--- src/rtl/edge_valued_bdd_node_store_core_macros.svh ---
`ifndef EDGE_VALUED_BDD_NODE_STORE_CORE_MACROS_SVH
`define EDGE_VALUED_BDD_NODE_STORE_CORE_MACROS_SVH

// Same-cycle implication, gated by reset.
`define EVB_ASSERT_NOW(lbl, ante, cons, msg) \
  lbl: assert property (@(posedge clk) disable iff (!rst_n) (ante) |-> (cons)) else $error(msg);

// Next-cycle implication, gated by reset.
`define EVB_ASSERT_NEXT(lbl, ante, cons, msg) \
  lbl: assert property (@(posedge clk) disable iff (!rst_n) (ante) |=> (cons)) else $error(msg);

`endif

--- src/rtl/evbdd_ram.sv ---
module evbdd_ram #(
  parameter int WIDTH = 8,
  parameter int DEPTH = 32
) (
  input  logic                     clk,
  input  logic                     we,
  input  logic [$clog2(DEPTH)-1:0] waddr,
  input  logic [WIDTH-1:0]         wdata,
  input  logic [$clog2(DEPTH)-1:0] raddr,
  output logic [WIDTH-1:0]         rdata
);

  logic [WIDTH-1:0] mem [DEPTH];

  always_ff @(posedge clk) begin
    if (we) begin
      mem[waddr] <= wdata;
    end
    rdata <= mem[raddr];
  end

endmodule

--- config.mk ---
export PLATFORM = sky130hd
export DESIGN_NAME = evbdd_ram
export DESIGN_NICKNAME = d
export VERILOG_FILES = /design/src/rtl/edge_valued_bdd_node_store_core_macros.svh /design/src/rtl/evbdd_ram.sv
export SDC_FILE = /design/constraint.sdc
export NUM_CORES = 1
export LEC_CHECK = 0
export ABC_AREA = 1
export BUFFER_PORTS_ARGS = -buffer_cell sky130_fd_sc_hd__buf_2
export CORE_MARGIN = 3
export CORE_UTILIZATION = 40
export CTS_CLUSTER_SIZE = 20
export DETAILED_ROUTE_END_ITERATION = 12
export PLACE_DENSITY = 0.63
export SLEW_MARGIN = 20
export SYNTH_ARGS = -nofsm -noshare
export SYNTH_HDL_FRONTEND = slang
export SYNTH_SLANG_ARGS = --single-unit
--- constraint.sdc ---
create_clock -name clk -period 1.6 [get_ports clk]
set_input_delay 0.24 -clock clk [delete_from_list [all_inputs] [get_ports clk]]
set_output_delay 0.24 -clock clk [all_outputs]
set_load 0.1 [all_outputs]
==> impl_metrics.ini <==
[worst_setup_path]
critPathSlowestCell = buf_2
crit_type = reg2out
worstPathArrival_ps = 1320
cpPeakStageDelay_ps = 440
worst-path-buf-inv = 1
path_max_fanout = 1
endpoint_kind = output pin
crit_family = buffers and inverters
start_kind = flip-flop
required_ps = 1360
path_cells = buf_2

[global_route]
grt_overflow_total = 0
grt_pass1_wl_um = 40170
grt_pass1_vias = 6906
grt_max_degree = 35
track_usage_pct = 17.87
antenna_found_initial = 0

[clocking]
cts_tree = yes
cts_setup_buffers = 0
clock_latency_ps = 520
clk_path_buf_depth = 3
clk_transition_reported_paths_ps = 60
cts-htree-levels = 1
cts.sinks = 264
cts-root-buf = clkbuf_16
cts_buffers = 27

[sta]
fin_crit_sh_pct = 97.29
slew_violations = 0
fmax_mhz = 642.4
rsz0062_at_grt = no
skew_ps = 11.03
worstMarginPinSlew_ps = 689.8
fin_crit_ps = 1557
maxSlewHeadroom_pct = 54.02
setup_viol = 0
hold_viol_final = 0
tns_ps = 0

[outcome]
outcome = finished clean

[floorplan]
start_util_pct = 41.04
io_pins = 28
rows = 59
core_um2 = 26280
fp.dieW_um = 170.2
die-area_um2 = 28970
die_y_um = 170.2

[run]
max_cap_viol_count = 0

[finish]
syn_to_final_growth_pct = 14.95
nets = 1009
final_area_um2 = 12400
antenna_cells = 0
drive_gt1_share_pct = 12.69
stdcell_count = 1344

[detailed_routing]
first_pass_iters = 5
antenna_left = 0
drc = 0
totalWireLength_um = 25830
viasPerCell = 5.299
drt-wirelength-per-cell_um = 19.22
num_vias = 7122
drt-initial-drc-count = 829

[logic_synthesis]
synth_cell_types = 12
yosys-top-cells-area = edfxtp_1 71%, nand2_1 13%, nand3_1 9.5%
synth_nets = 942
syn-cell-area_um2 = 10790
yosys_warnings = 0
netlist.top_cell.by_area = edfxtp_1
ys_ff_latch = 264
avgSynthCellArea_um2 = 11.70
synth_cells = 922
synth_top_area_share_pct = 71.27
ys_seq_area_share_pct = 72.75

[power_and_ir_drop]
ir_drop_mv = 1.140
power.total_w = 0.01479
power.density_nw_per_um2 = 1193
p_leak_nw = 4.667

[placement]
dp.cells = 1295
routabilityCongestion = 0.8034
dp_hpwl_um = 15740
placed_area_um2 = 11560
portBuffers = 27

[min_path]
min_path_type = in2reg
[state kept, by name, indices dropped and copies added, names as in the netlist]
name	flops
rdata	8
mem	256
[routing by layer]
metal  share of wire (%)  global-route usage, %  vias up
met4                 2.4                  4.586        0
met5                   0                      0        -
li1                    -                      -     3331
met2                  47                  28.50      232
met3                 5.8                  2.393       49
met1                  45                  26.13     3510
[worst min-delay path, delay by kind of cell]
| kind | cells | cell delay (ps) |
|---|---|---|
| buffers and inverters | 1 | 190 |
| and+or+nand+nor | 2 | 140 |
[worst paths after layout]
check | start | end | slack [ps] | cells after the start
setup / recovery | rdata[5] | rdata[5] | 40 | 1
hold / removal | raddr[4] | rdata[1] | 90 | 3
setup reg to reg | mem[9][7] | rdata[7] | 440 | 8
hold reg to reg | mem[6][5] | rdata[5] | 780 | 8
[cells by family (layout without fill, tap and decap cells)]
group	after synthesis	in the layout	synth area share, %
buf+inv	62	149	4.141
simple gates	596	596	23.11
flops	264	264	72.75
[cells in the mapped netlist, drive strengths merged]
| library cell | number |
|---|---|
| nand2 | 360 |
| edfxtp | 256 |
| nand3 | 204 |
| buf | 45 |
| nor2 | 32 |
| inv | 10 |
| dfxtp | 8 |
| clkbuf | 7 |
[through the flow]
step | setup slack, ps | hold WS [ps] | util (%)
floorplan | 326.0 | 338.9 | -
global placement | 21.84 | 617.9 | 43.99
detailed placement | 32.29 | 627.6 | 43.99
CTS | 1.717 | 68.30 | 47.18
global route | 15.76 | 82.24 | 47.18
finish | 43.40 | 92.91 | 47.18
[area by class of cell]
type / count / area [µm²]
timing repair buffer: 90 / 770.7
inverter: 10 / 40.04
sequential: 264 / 7848
clock buffer: 42 / 772.0
fill: 2371 / 13880
multi-input combinational: 596 / 2492
tap: 335 / 419.2
clock inverter: 7 / 57.56
[placed cells by master (no fill, tap or decap)]
cell,n
clkinv_2,4
clkbuf_8,4
clkbuf_1,11
dfxtp_1,8
bufinv_16,1
buf_12,12
inv_4,1
inv_1,8
clkbuf_16,27
clkinv_1,2
buf_2,22
inv_2,1
buf_4,56
nand3_1,204
edfxtp_1,256
nor2_1,32
nand2_1,360
[repair_timing]
item,in CTS,in global routing
endpoints found under the setup margin,4,0
gates resized for setup,4,0
hold buffers,0,0
[where the power goes]
| part | internal (W) | switching, W | total, W | leakage (nW) |
|---|---|---|---|---|
| combinational | 0.000307 | 0.000850 | 0.00116 | 1.89 |
| sequential | 0.00769 | 0.0000417 | 0.00773 | 2.37 |
| clock | 0.00345 | 0.00245 | 0.00591 | 0.407 |
| total | 0.0114 | 0.00334 | 0.0148 | 4.67 |
(Power assumes the default switching activity.)
