==> src/rtl/edge_valued_bdd_node_store_core_macros.svh <==
`ifndef EDGE_VALUED_BDD_NODE_STORE_CORE_MACROS_SVH
`define EDGE_VALUED_BDD_NODE_STORE_CORE_MACROS_SVH

// Same-cycle implication, gated by reset.
`define EVB_ASSERT_NOW(lbl, ante, cons, msg) \
  lbl: assert property (@(posedge clk) disable iff (!rst_n) (ante) |-> (cons)) else $error(msg);

// Next-cycle implication, gated by reset.
`define EVB_ASSERT_NEXT(lbl, ante, cons, msg) \
  lbl: assert property (@(posedge clk) disable iff (!rst_n) (ante) |=> (cons)) else $error(msg);

`endif

==> src/rtl/evbdd_pkg.sv <==
package evbdd_pkg;

  localparam int NODE_COUNT_DEF = 1024;
  localparam int MAX_LEVELS_DEF = 32;

  localparam int LVW = 6;
  localparam int CHW = 10;
  localparam int EVW = 3;
  localparam int TCW = 5;
  localparam int VBW = 33;
  localparam int RVW = 8;

  localparam logic [31:0] HASH_SEED = 32'h0048_0bdd;
  localparam logic [5:0]  HASH_MUL  = 6'd37;
  localparam logic [2:0]  MODULUS   = 3'd5;
  localparam logic [31:0] BYTE_MASK = 32'h0000_00ff;

  localparam logic [TCW-1:0] TERM_RESET = 5'd2;
  localparam logic [TCW-1:0] TERM_MIN   = 5'd1;
  localparam logic [TCW-1:0] TERM_MAX   = 5'd16;

  localparam logic FUNC_INSERT = 1'b0;
  localparam logic FUNC_EVAL   = 1'b1;

  typedef enum logic [2:0] {
    ST_OK        = 3'd0,
    ST_BAD_ROOT  = 3'd1,
    ST_FULL      = 3'd2,
    ST_ZERO_LVL  = 3'd3,
    ST_WALK_LONG = 3'd4
  } status_t;

  // One node tuple; also the key of the unique table.
  typedef struct packed {
    logic [LVW-1:0] lv;
    logic [CHW-1:0] c0;
    logic [CHW-1:0] c1;
    logic [EVW-1:0] e0;
    logic [EVW-1:0] e1;
  } node_t;

  // Edge value 0..7 reduced mod 5.
  function automatic logic [EVW-1:0] edge_mod5(input logic [EVW-1:0] e);
    edge_mod5 = (e >= MODULUS) ? e - MODULUS : e;
  endfunction

  // x mod 5 for x < 512, by reciprocal multiply.
  function automatic logic [2:0] mod5(input logic [8:0] x);
    logic [17:0] p;
    logic [7:0]  q;
    logic [10:0] qm;
    p  = 18'(x) * 18'd205;
    q  = p[17:10];
    qm = 11'(q) * 11'(MODULUS);
    mod5 = 3'(11'(x) - qm);
  endfunction

endpackage

==> src/rtl/evbdd_hash.sv <==
module evbdd_hash
  import evbdd_pkg::*;
#(
  parameter int NODE_COUNT = NODE_COUNT_DEF
) (
  input  logic                          clk,
  input  logic                          rst_n,
  input  logic                          start,
  input  node_t                         tup,
  output logic                          done,
  output logic [$clog2(NODE_COUNT)-1:0] bucket
);

  localparam int HW = $clog2(NODE_COUNT);
  localparam int MIX_STEPS = 25;

  logic          busy_r, busy_nxt;
  logic [5:0]    cnt_r, cnt_nxt;
  logic [31:0]   h_r, h_nxt;
  logic          done_r, done_nxt;

  logic [4:0]  km1;
  logic [31:0] word;
  logic [7:0]  bsel;

  // Byte stream: level, then four bytes (MSB first) of c0, c1, e0, e1, 0, 0.
  always_comb begin
    km1  = 5'(cnt_r - 6'd1);
    word = '0;
    unique case (km1[4:2])
      3'd0:    word = 32'(tup.c0);
      3'd1:    word = 32'(tup.c1);
      3'd2:    word = 32'(tup.e0);
      3'd3:    word = 32'(tup.e1);
      default: word = '0;
    endcase
    if (cnt_r == 6'd0) begin
      bsel = 8'(tup.lv);
    end else begin
      bsel = 8'((word >> {~km1[1:0], 3'b000}) & BYTE_MASK);
    end
  end

  always_comb begin
    busy_nxt = busy_r;
    cnt_nxt  = cnt_r;
    h_nxt    = h_r;
    done_nxt = 1'b0;
    if (start) begin
      busy_nxt = 1'b1;
      cnt_nxt  = '0;
      h_nxt    = HASH_SEED;
    end else if (busy_r) begin
      h_nxt   = (h_r * 32'(HASH_MUL)) ^ 32'(bsel);
      cnt_nxt = cnt_r + 6'd1;
      if (cnt_r == 6'(MIX_STEPS - 1)) begin
        busy_nxt = 1'b0;
        done_nxt = 1'b1;
      end
    end
  end

  always_ff @(posedge clk) begin
    if (!rst_n) begin
      busy_r <= 1'b0;
      done_r <= 1'b0;
    end else begin
      busy_r <= busy_nxt;
      done_r <= done_nxt;
    end
    cnt_r <= cnt_nxt;
    h_r   <= h_nxt;
  end

  assign done   = done_r;
  // NODE_COUNT must be a power of two, which the block does not check; the remainder is then the low hash bits.
  assign bucket = h_r[HW-1:0];

endmodule

==> config.mk <==
export PLATFORM = sky130hd
export DESIGN_NAME = evbdd_hash
export DESIGN_NICKNAME = d
export VERILOG_FILES = /design/src/rtl/edge_valued_bdd_node_store_core_macros.svh /design/src/rtl/evbdd_pkg.sv /design/src/rtl/evbdd_hash.sv
export SDC_FILE = /design/constraint.sdc
export NUM_CORES = 1
export LEC_CHECK = 0
export BUFFER_PORTS_ARGS = -buffer_cell sky130_fd_sc_hd__buf_2
export CORE_ASPECT_RATIO = 0.5
export CORE_MARGIN = 2
export CORE_UTILIZATION = 58
export CTS_CLUSTER_SIZE = 24
export DETAILED_ROUTE_END_ITERATION = 10
export HOLD_SLACK_MARGIN = 0.12
export PLACE_DENSITY = 0.95
export SYNTH_ARGS = -nofsm -noshare
export SYNTH_HDL_FRONTEND = slang
export SYNTH_SLANG_ARGS = --single-unit
==> constraint.sdc <==
create_clock -name clk -period 4.6 [get_ports clk]
set_input_delay 0.69 -clock clk [delete_from_list [all_inputs] [get_ports clk]]
set_output_delay 0.69 -clock clk [all_outputs]
set_load 0.03 [all_outputs]
==> results.py <==
metrics = {
    "global_route": {
        "groute.usage.overall_pct": 26.9,
        "overflow": 0,
        "antenna_found_initial": 0,
        "grt_max_degree": 30,
        "first_global_vias": 1832,
        "grt_first_pass_wirelength_um": 8020,
    },
    "worst_setup_path": {
        "critPathTopFamily": "adder cells",
        "crit_buf_inv": 0,
        "cp_max_fo": 5,
        "path_cells": "ha_1 -> ha_1 -> fa_1 -> ha_1 -> a21oi_1 -> xnor2_1 -> nor2_1 -> mux2_1 -> a211oi_1",
        "crit_arrival_ns": 3.14,
        "r2r_slack_ns": 1.64,
        "crit_top_cell": "ha_1",
        "slowest_delay_ns": 0.49,
        "worstSetupStartpointType": "register",
        "required_ns": 4.77,
        "crit_type": "reg -> reg",
        "cp-end-kind": "register",
        "slowest_stage": "fa_1",
    },
    "timing": {
        "rsz0062_at_grt": "false",
        "hold_ws_ns": 0.517,
        "timing.fmax_mhz": 338,
        "fin_crit_sh_pct": 64.4,
        "finalMaxSlewViolations": 0,
        "finClkSkew_ns": 0.00235,
        "period_needed_ns": 2.96,
        "relSlewSlack_pct": 43.3,
        "tightest_slew_ns": 0.849,
        "setup_viol": 0,
        "hold_viol_final": 0,
        "fin_setup_tns_ns": 0,
    },
    "power": {
        "p_sw_uw": 579,
        "pwr-share-seq_pct": 18.0,
        "p_sw_share_pct": 46.6,
        "ir_drop_uv": 528,
        "clkPwrFrac_pct": 10.5,
        "power.total_uw": 1240,
        "p_per_area_nw_per_um2": 575,
        "total_leakage_power_uw": 0.000914,
        "combinationalPowerShare_pct": 71.5,
        "p_int_uw": 664,
    },
    "placed_design": {
        "dpl.hpwl_um": 3720,
        "globalplace.congestion": 0.896,
        "port_buffers": 45,
    },
    "worst_hold_path": {
        "min-delay-path-class": "reg -> reg",
    },
    "clock_network": {
        "insertion_delay_ns": 0.26,
        "clk_pin_slew_ns": 0.07,
        "cts_root_buf": "clkbuf_8",
        "cts_max_level": 1,
        "post_cts_buffers": 0,
        "cts_sinks": 18,
        "cts_hold_buf": 0,
        "cts_buffers": 3,
        "cts_tree": "built",
        "clock_path_buffers": 2,
        "cts_resized": 0,
    },
    "detailed_routing": {
        "ant_nets": 0,
        "num_vias": 1849,
        "drt_pass1_iterations": 5,
        "viasPerCell": 6.18,
        "drc": 0,
        "drt_iter0_drc": 120,
        "wl_per_cell_um": 15.9,
        "wl_um": 4760,
    },
    "final_layout": {
        "ff_latch_area_um2": 360,
        "fillers": 222,
        "area_growth_syn_to_layout_pct": 14.7,
        "antennaDiodeCount": 0,
        "multi_input_area_um2": 1410,
        "drive_above_1_share_pct": 23.2,
        "final_nets": 321,
    },
    "floorplanning": {
        "die_x_um": 84.6,
        "initial_core_util_pct": 61.8,
        "dieArea_um2": 3750,
        "io_pins": 46,
        "rows": 14,
        "core_area_um2": 3050,
        "die-height_um": 44.3,
    },
    "yosys": {
        "synth_area_leaders": "dfxtp_1 19%, ha_1 15%, mux2i_1 5.3%",
        "synth.distinct_cells": 52,
        "synth_nets": 282,
        "async_reset_ff_share_pct": 0,
        "ys_ff_latch": 18,
        "synth_area_leader_cell": "dfxtp_1",
        "avgSynthCellArea_um2": 8.52,
        "synthFlopType": "dfxtp_1",
        "syn_inst": 221,
        "ys_seq_area_share_pct": 19.1,
        "synth_edf_count": 0,
        "synth_top_area_share_pct": 19.1,
        "netlist_area_um2": 1880,
        "yosysWarnings": 0,
    },
    "status": {
        "outcome": "complete, no violations",
    },
    "job": {
        "maxCapViolations": 0,
    },
}
-- state kept, by name, summed over array words and instances (netlist names) --
name / cells
done: 1
busy_r: 1
h_r: 10
cnt_r: 6
-- per-layer routing --
layer  global-route usage (%)  vias up  share of wire (%)
met5                        0        -                  0
met4                     11.1        0                2.5
met3                     5.22       16                5.8
met2                     50.4       86                 50
met1                     31.2      863                 41
li1                         -      884                  -
-- cells by family (layout without fill, tap and decap cells) --
family          count (synthesis)  in the layout  synth area share (%)
simple gates                   72             72                  20.9
compound gates                 51             51                  20.9
fa+ha+maj                      26             26                  18.9
buf+inv                        26             64                  5.85
flops                          18             18                  19.1
mux                            15             15                  8.31
xor+xnor                       13             13                  6.05
-- area by class of cell --
type / instances / share of cell area (%)
Multi-Input combinational cell: 177 / 65.4
Sequential cell: 18 / 16.7
Timing Repair Buffer: 45 / 10.4
Inverter: 15 / 2.61
Clock buffer: 4 / 2.55
Tap cell: 40 / 2.32
-- worst min-delay path: cells and delay by family (launching register included) --
family             cells  cell delay, ns
DFF                    1            0.33
AOI/OAI and AO/OA      2            0.14
-- power groups by stage --
stage / Clock, µW / Combinational (µW) / Sequential, µW
floorplan: 0 / 652 / 254
global placement: 0 / 829 / 223
global route: 138 / 984 / 227
finish: 131 / 889 / 223
detailed placement: 0 / 879 / 226
CTS: 130 / 890 / 223
-- cells in the final DEF, fill, tap and decap left out, drive strengths merged, types with 5 or more instances in the layout --
cell type / n
buf: 45
ha: 22
nor2: 18
dfxtp: 18
inv: 15
nand2: 12
a21oi: 11
mux2i: 10
xnor2: 8
nand3: 7
o21ai: 7
nor3: 7
xor2: 5
mux2: 5
-- worst paths after layout --
path / from / end / cells past startpoint
setup / recovery: h_r[4] / h_r[7] / 9
hold / removal: cnt_r[5] / cnt_r[5] / 2
setup reg to reg: h_r[4] / h_r[7] / 9
hold reg to reg: cnt_r[5] / cnt_r[5] / 2
-- cell usage after synthesis (5+ instances only) --
master	n
dfxtp_1	18
mux2i_1	10
nor2_1	18
a21oi_1	11
nand2_1	12
inv_1	15
o21ai_0	6
nand3_1	7
ha_1	22
xnor2_1	8
nor3_1	6
xor2_1	5
-- metrics by stage --
stage	setup slack [ns]	util [%]	instance area, µm²	std cells
floorplan	1.72	-	1880	221
global placement	1.76	69.0	2100	295
detailed placement	1.68	69.0	2100	295
CTS	1.65	70.9	2160	299
global route	1.54	70.9	2160	299
finish	1.64	70.9	2160	299
Note: power is estimated with default switching activity, not from simulation.
